[src/hw/rtl/ovlt_pkg.sv]
// Shared codes and controller/datapath interface types for the ordered value list table.
`default_nettype none

package ovlt_pkg;

    // Request kinds
    localparam logic [1:0] REQ_ADD     = 2'd0;
    localparam logic [1:0] REQ_FIND    = 2'd1;
    localparam logic [1:0] REQ_REMOVE  = 2'd2;
    localparam logic [1:0] REQ_REPLACE = 2'd3;

    // Result status codes
    localparam logic [1:0] ST_OK      = 2'd0;
    localparam logic [1:0] ST_MISSING = 2'd1;
    localparam logic [1:0] ST_FULL    = 2'd2;

    // Write data sources
    localparam logic [1:0] WR_VALUE = 2'd0;
    localparam logic [1:0] WR_NEW   = 2'd1;
    localparam logic [1:0] WR_RD    = 2'd2;

    typedef struct packed {
        logic       capture;     // latch the request payload
        logic       rd_en;       // read the table, data valid next cycle
        logic       rd_next;     // read at idx+1 instead of idx
        logic       wr_en;       // write the table
        logic [1:0] wr_src;      // write data source
        logic       wr_at_tail;  // write at the fill count instead of idx
        logic       idx_clr;
        logic       idx_inc;
        logic       cnt_inc;
        logic       cnt_dec;
        logic       out_load;    // load the result register
        logic [1:0] out_status;
    } ovlt_cmd_t;

    typedef struct packed {
        logic [1:0] req_type;    // latched request kind
        logic       match;       // read data equals the latched value
        logic       last;        // idx is the last stored entry
        logic       full;
        logic       empty;
        logic       out_busy;    // result register holds an untaken result
    } ovlt_stat_t;

endpackage

`default_nettype wire

[src/hw/rtl/ovlt_datapath.sv]
// Datapath: value table memory, scan index, fill count and result register.
`default_nettype none

module ovlt_datapath #(
    parameter int CAPACITY = 16,
    parameter int IDX_W    = $clog2(CAPACITY),
    parameter int CNT_W    = $clog2(CAPACITY + 1)
) (
    input  wire                      clk,
    input  wire                      rst_n,
    input  wire  ovlt_pkg::ovlt_cmd_t  cmd,
    output ovlt_pkg::ovlt_stat_t       stat,
    input  wire  [1:0]               req_type,
    input  wire  signed [31:0]       value,
    input  wire  signed [31:0]       new_value,
    output logic                     out_valid,
    input  wire                      out_ready,
    output logic [1:0]               status,
    output logic [CNT_W-1:0]         entry_count
);
    import ovlt_pkg::*;

    logic [31:0]      mem [CAPACITY];
    logic [31:0]      rd_reg;
    logic [1:0]       type_reg;
    logic [31:0]      value_reg;
    logic [31:0]      new_value_reg;
    logic [IDX_W-1:0] idx_reg, idx_next;
    logic [CNT_W-1:0] cnt_reg, cnt_next;
    logic             out_valid_reg, out_valid_next;
    logic [1:0]       status_reg;
    logic [CNT_W-1:0] out_cnt_reg;

    logic [IDX_W-1:0] idx_plus1;
    logic [IDX_W-1:0] rd_addr;
    logic [IDX_W-1:0] wr_addr;
    logic [31:0]      wr_data;

    assign idx_plus1 = idx_reg + 1'b1;
    assign rd_addr   = cmd.rd_next ? idx_plus1 : idx_reg;
    assign wr_addr   = cmd.wr_at_tail ? cnt_reg[IDX_W-1:0] : idx_reg;

    always_comb
    begin
        unique case (cmd.wr_src)
            WR_VALUE: wr_data = value_reg;
            WR_NEW:   wr_data = new_value_reg;
            WR_RD:    wr_data = rd_reg;
            default:  wr_data = rd_reg;
        endcase
    end

    always_comb
    begin
        idx_next = idx_reg;
        if (cmd.idx_clr)
            idx_next = '0;
        else if (cmd.idx_inc)
            idx_next = idx_plus1;

        cnt_next = cnt_reg;
        if (cmd.cnt_inc)
            cnt_next = cnt_reg + 1'b1;
        else if (cmd.cnt_dec)
            cnt_next = cnt_reg - 1'b1;

        out_valid_next = out_valid_reg;
        if (cmd.out_load)
            out_valid_next = 1'b1;
        else if (out_ready)
            out_valid_next = 1'b0;
    end

    always_ff @(posedge clk or negedge rst_n)
    begin
        if (!rst_n)
        begin
            idx_reg       <= '0;
            cnt_reg       <= '0;
            out_valid_reg <= 1'b0;
        end
        else
        begin
            idx_reg       <= idx_next;
            cnt_reg       <= cnt_next;
            out_valid_reg <= out_valid_next;
        end
    end

    // Table memory: one write port, one registered read port
    always_ff @(posedge clk)
    begin
        if (cmd.wr_en)
            mem[wr_addr] <= wr_data;
        if (cmd.rd_en)
            rd_reg <= mem[rd_addr];
    end

    always_ff @(posedge clk)
    begin
        if (cmd.capture)
        begin
            type_reg      <= req_type;
            value_reg     <= value;
            new_value_reg <= new_value;
        end
        if (cmd.out_load)
        begin
            status_reg  <= cmd.out_status;
            out_cnt_reg <= cnt_reg;
        end
    end

    assign stat.req_type = type_reg;
    assign stat.match    = (rd_reg == value_reg);
    assign stat.last     = ((CNT_W'(idx_reg) + 1'b1) == cnt_reg);
    assign stat.full     = (cnt_reg == CNT_W'(CAPACITY));
    assign stat.empty    = (cnt_reg == '0);
    assign stat.out_busy = out_valid_reg && !out_ready;

    assign out_valid   = out_valid_reg;
    assign status      = status_reg;
    assign entry_count = out_cnt_reg;

endmodule

`default_nettype wire

[src/hw/rtl/ovlt_ctrl.sv]
// Controller: sequences add, scan, shift-on-remove and result hand-off.
`default_nettype none

module ovlt_ctrl (
    input  wire                     clk,
    input  wire                     rst_n,
    input  wire                     in_valid,
    output logic                    in_ready,
    input  wire  ovlt_pkg::ovlt_stat_t stat,
    output ovlt_pkg::ovlt_cmd_t        cmd
);
    import ovlt_pkg::*;

    localparam logic [2:0] S_IDLE  = 3'd0;
    localparam logic [2:0] S_START = 3'd1;
    localparam logic [2:0] S_READ  = 3'd2;
    localparam logic [2:0] S_CMP   = 3'd3;
    localparam logic [2:0] S_SHCHK = 3'd4;
    localparam logic [2:0] S_SHWR  = 3'd5;
    localparam logic [2:0] S_RESP  = 3'd6;

    logic [2:0] state_reg, state_next;
    logic [1:0] st_reg, st_next;

    assign in_ready = (state_reg == S_IDLE);

    always_comb
    begin
        state_next = state_reg;
        st_next    = st_reg;
        cmd        = '0;
        cmd.out_status = st_reg;

        unique case (state_reg)
            S_IDLE:
            begin
                if (in_valid)
                begin
                    cmd.capture = 1'b1;
                    cmd.idx_clr = 1'b1;
                    state_next  = S_START;
                end
            end
            S_START:
            begin
                if (stat.req_type == REQ_ADD)
                begin
                    if (stat.full)
                        st_next = ST_FULL;
                    else
                    begin
                        cmd.wr_en      = 1'b1;
                        cmd.wr_src     = WR_VALUE;
                        cmd.wr_at_tail = 1'b1;
                        cmd.cnt_inc    = 1'b1;
                        st_next        = ST_OK;
                    end
                    state_next = S_RESP;
                end
                else if (stat.empty)
                begin
                    st_next    = ST_MISSING;
                    state_next = S_RESP;
                end
                else
                    state_next = S_READ;
            end
            S_READ:
            begin
                cmd.rd_en  = 1'b1;
                state_next = S_CMP;
            end
            S_CMP:
            begin
                if (stat.match)
                begin
                    st_next = ST_OK;
                    if (stat.req_type == REQ_REMOVE)
                        state_next = S_SHCHK;
                    else
                    begin
                        if (stat.req_type == REQ_REPLACE)
                        begin
                            cmd.wr_en  = 1'b1;
                            cmd.wr_src = WR_NEW;
                        end
                        state_next = S_RESP;
                    end
                end
                else if (stat.last)
                begin
                    st_next    = ST_MISSING;
                    state_next = S_RESP;
                end
                else
                begin
                    cmd.idx_inc = 1'b1;
                    state_next  = S_READ;
                end
            end
            S_SHCHK:
            begin
                if (stat.last)
                begin
                    cmd.cnt_dec = 1'b1;
                    state_next  = S_RESP;
                end
                else
                begin
                    cmd.rd_en   = 1'b1;
                    cmd.rd_next = 1'b1;
                    state_next  = S_SHWR;
                end
            end
            S_SHWR:
            begin
                cmd.wr_en   = 1'b1;
                cmd.wr_src  = WR_RD;
                cmd.idx_inc = 1'b1;
                state_next  = S_SHCHK;
            end
            S_RESP:
            begin
                if (!stat.out_busy)
                begin
                    cmd.out_load = 1'b1;
                    state_next   = S_IDLE;
                end
            end
            default:
            begin
                state_next = S_IDLE;
            end
        endcase
    end

    always_ff @(posedge clk or negedge rst_n)
    begin
        if (!rst_n)
        begin
            state_reg <= S_IDLE;
            st_reg    <= ST_OK;
        end
        else
        begin
            state_reg <= state_next;
            st_reg    <= st_next;
        end
    end

endmodule

`default_nettype wire

[src/hw/rtl/ordered_value_list_table.sv]
// Top level of the ordered value list table: controller plus table datapath.
// An add, or any request on an empty table, goes from S_START straight to S_RESP; find
// and replace repeat S_READ and S_CMP per entry scanned; remove then shifts via S_SHCHK/S_SHWR.
// Requests are handled one at a time, each entry read through the single registered read
// port; a result not yet taken holds the next result back.
// Reset clears the fill count and control; the table memory is not cleared.
`default_nettype none

module ordered_value_list_table #(
    parameter int CAPACITY = 16
) (
    input  wire                                clk,
    input  wire                                rst_n,
    // request transaction
    input  wire                                in_valid,
    output logic                               in_ready,
    input  wire  [1:0]                         req_type,
    input  wire  signed [31:0]                 value,
    input  wire  signed [31:0]                 new_value,
    // result transaction
    output logic                               out_valid,
    input  wire                                out_ready,
    output logic [1:0]                         status,
    output logic [$clog2(CAPACITY + 1)-1:0]    entry_count
);
    import ovlt_pkg::*;

    localparam int IDX_W = $clog2(CAPACITY);
    localparam int CNT_W = $clog2(CAPACITY + 1);

    // Command and status buses between the sequencer and the table
    ovlt_cmd_t  cmd;
    ovlt_stat_t stat;

    // Sequencer: accept a transaction only when idle, walk the table, then
    // hold the result until the output register is free.
    ovlt_ctrl u_ctrl (
        .clk      (clk),
        .rst_n    (rst_n),
        .in_valid (in_valid),
        .in_ready (in_ready),
        .stat     (stat),
        .cmd      (cmd)
    );

    // Table memory, scan index, fill count and the result register. The
    // result register lets the next request in while a result waits.
    ovlt_datapath #(
        .CAPACITY (CAPACITY),
        .IDX_W    (IDX_W),
        .CNT_W    (CNT_W)
    ) u_datapath (
        .clk         (clk),
        .rst_n       (rst_n),
        .cmd         (cmd),
        .stat        (stat),
        .req_type    (req_type),
        .value       (value),
        .new_value   (new_value),
        .out_valid   (out_valid),
        .out_ready   (out_ready),
        .status      (status),
        .entry_count (entry_count)
    );

endmodule

`default_nettype wire

[config.mk]
export PLATFORM = sky130hd
export DESIGN_NAME = ordered_value_list_table
export DESIGN_NICKNAME = d
export VERILOG_FILES = /design/src/hw/rtl/ovlt_pkg.sv /design/src/hw/rtl/ovlt_datapath.sv /design/src/hw/rtl/ovlt_ctrl.sv /design/src/hw/rtl/ordered_value_list_table.sv
export SDC_FILE = /design/constraint.sdc
export NUM_CORES = 1
export LEC_CHECK = 0
export ABC_AREA = 1
export BUFFER_PORTS_ARGS = -buffer_cell sky130_fd_sc_hd__buf_4
export CORE_ASPECT_RATIO = 1.4
export CORE_MARGIN = 5
export CORE_UTILIZATION = 43
export CTS_BUF_LIST = sky130_fd_sc_hd__clkbuf_8
export DETAILED_ROUTE_END_ITERATION = 8
export PLACE_DENSITY_LB_ADDON = 0.08
export SLEW_MARGIN = 20
export SYNTH_ARGS = -nofsm -noshare
export SYNTH_HDL_FRONTEND = slang
export SYNTH_HIERARCHICAL = 1
export SYNTH_SLANG_ARGS = --single-unit
[constraint.sdc]
create_clock -name clk -period 4.65 [get_ports clk]
set_clock_uncertainty 0.1 [all_clocks]
set_input_delay 0.93 -clock clk [delete_from_list [all_inputs] [get_ports clk]]
set_output_delay 0.93 -clock clk [all_outputs]
set_load 0.01 [all_outputs]
==> impl_metrics.py <==
metrics = {
    "run_status": {
        "status": "complete, no violations",
    },
    "placed_design": {
        "port_buffers": 78,
        "placed_cell_area_sq_um": 29600,
        "dp_cells": 3449,
        "routabilityCongestion": 0.871,
        "place_hpwl_um": 43600,
    },
    "layout": {
        "top_register": "u_datapath/mem",
        "fin_area_sq_um": 31300,
        "drive_gt1_share_pct": 10.6,
        "largest_reg_flops": 512,
        "area_delta_synth_final_pct": 12.8,
        "layout_common_cells": "nand3_1, edfxtp_1, inv_1, nand2_1, buf_4",
        "nets": 2783,
        "finalNonFillerCells": 3623,
        "layout_commonest_cell": "nand3_1",
        "final_util_pct": 48.9,
    },
    "global_routing": {
        "track_usage_pct": 22.9,
        "met3_usage_pct": 4.14,
        "grt-busiest-layer": "met2",
        "grt.met2_usage_pct": 36.8,
        "grt_pass1_vias": 18479,
        "use_met1_pct": 31.2,
        "antenna_found_initial": 3,
        "grt_remaining_overflow": 0,
        "grt_pass1_wl_um": 120000,
        "grt_max_degree": 129,
    },
    "run": {
        "maxCapViolCount": 0,
    },
    "route": {
        "vias_per_cell": 5.24,
        "drt_first_pass_iters": 7,
        "routedWlPerCell_um": 22.3,
        "totalWireLength_um": 80900,
        "antenna_left": 0,
        "vias": 18983,
        "first_iter_violations": 1643,
        "route.detailed.drc": 0,
    },
    "worst_setup_path": {
        "path_max_fanout": 66,
        "critPathLaunchType": "register",
        "cp.arrival_ns": 4.38,
        "required_ns": 4.96,
        "r2r_slack_ns": 0.59,
        "criticalPathCategory": "register to register",
        "cp-end-kind": "register",
    },
    "floorplanning": {
        "ios": 79,
        "core_sq_um": 64100,
        "dieArea_sq_um": 69900,
        "die_w_um": 225,
        "die_h_um": 311,
        "num_rows": 110,
        "start_util_pct": 43.3,
    },
    "logic_synthesis": {
        "synthTopCellsByArea": "edfxtp_1, nand3_1, inv_1",
        "synthesis.area_sq_um": 27800,
        "async_flop_share_pct": 2.37,
        "yosysTopAreaCell": "edfxtp_1",
        "synth_top_area_share_pct": 66.7,
        "synth_cell_types": 31,
        "yosysWarnings": 6,
        "synth_edf_count": 617,
        "yosysSeqAreaShare_pct": 68.0,
        "synth_cells": 2613,
        "ys_ff_latch": 632,
        "synth_flop_cell": "edfxtp_1",
        "synth.avg_cell_area_sq_um": 10.6,
        "syn_nets": 2688,
    },
    "hold_path": {
        "hp-class": "input pin to register",
    },
    "sta": {
        "hold_viol_final": 0,
        "max_slew_margin_pct": 23.7,
        "setup_viol": 0,
        "min_period_ns": 4.06,
        "timing.fmax_mhz": 246,
        "finalMaxSlewViolations": 0,
        "tightest_slew_ns": 1.14,
        "grt_setup_unrepaired": "no",
        "tns_ns": 0,
        "fin_crit_sh_pct": 87.4,
    },
    "clocking": {
        "cts_buffers": 96,
        "clockBufferDepth": 3,
        "htree_levels": 3,
        "cts_root_buffer": "clkbuf_8",
        "worstSkewPairLatency_ns": 0.71,
        "clk_pin_slew_ns": 0.07,
        "cts_tree": "built",
        "clock-sinks": 632,
        "post_cts_resized": 0,
    },
    "power_and_ir_drop": {
        "finalPower_mw": 17.6,
        "worst_ir_drop_vdd_mv": 0.470,
        "p_per_area_nw_per_um2": 562,
        "cellLeakagePower_nw": 13.1,
    },
}
[worst max-delay path: stages, from the launching register on]
cell	delay, ns
dfrtp_1	0.49
ha_1	0.39
inv_1	0.12
nand2_1	0.06
a22oi_1	0.22
nand3_1	0.11
nor2_1	0.14
inv_1	0.07
nand3_1	0.14
inv_1	0.24
inv_2	0.18
nand2_4	0.10
nand2_8	0.39
buf_4	0.43
nand2_1	0.10
nand3_1	0.09
nand3_1	0.08
nand3_1	0.10
nand2_1	0.15
[layout make-up]
class                   instances  area, sq um
diodes                          1         2.50
repair buffers                135         1240
clock inverters                72          325
flip-flops and latches        632        18900
well taps                     840         1050
clock buffers                 100         1380
fillers                      5819        32800
multi-input cells            1323         6480
inverters                     520         1950
[layer usage]
layer / vias to the layer above / share of wire [%] / wire [um]
li1: 8838 / - / -
met1: 9198 / 42 / 33800
met2: 773 / 47 / 38000
met3: 174 / 8.1 / 6550
met4: 0 / 3.2 / 2600
met5: - / 0 / 0
[where the power goes]
group,switching [mW],internal [mW],leakage (nW)
registers,0.391,7.08,5.77
logic,4.25,1.68,6.38
clock network,2.17,2.04,0.977
total,6.80,10.8,13.1
[path summary, 6_finish.rpt]
check,from,to,cells past startpoint
max,u_datapath/idx_reg[0]$_DFFE_PN0P_,u_datapath/rd_reg[13]$_DFFE_PP_,18
min reg2reg,u_ctrl/st_reg[1]$_DFFE_PN0P_,u_datapath/status[1]$_DFFE_PP_,0
max in group asynchronous,rst_n,u_datapath/out_valid$_DFFE_PN0P_,2
max reg2reg,u_datapath/idx_reg[0]$_DFFE_PN0P_,u_datapath/rd_reg[13]$_DFFE_PP_,18
min,value[2],u_datapath/value_reg[2]$_DFFE_PP_,1
min in group asynchronous,rst_n,u_datapath/cnt_reg[0]$_DFFE_PN0P_,2
[cells in the mapped netlist (12+ instances only)]
cell type,count
inv_1,515
nand3b_1,32
nand3_1,648
edfxtp_1,617
xor2_1,21
xnor2_1,17
clkbuf_1,32
dfrtp_1,15
nand2_1,504
buf_1,20
buf_2,78
nor2_1,45
o21ai_0,12
[repair_timing]
item,CTS,global route
buffers inserted,0,0
hold endpoints to repair,15,0
hold buffers,1,0
[through the flow]
step	hold WS, ns	worst slack, ns
floorplan	0.326	1.26
global placement	0.342	0.719
detailed placement	0.344	0.687
CTS	0.223	0.660
global route	0.252	0.326
finish	0.290	0.587
[kinds of logic after synthesis]
logic type                 count (synthesis)  synth area share (%)
xor gates and xnor gates                  38                  1.20
AOI/OAI and AO/OA                         29                 0.639
DFF                                      632                  68.0
buffers and inverters                    658                  9.41
adders and majority gates                  5                 0.252
and+or+nand+nor                         1251                  20.5
(Power assumes the default switching activity.)
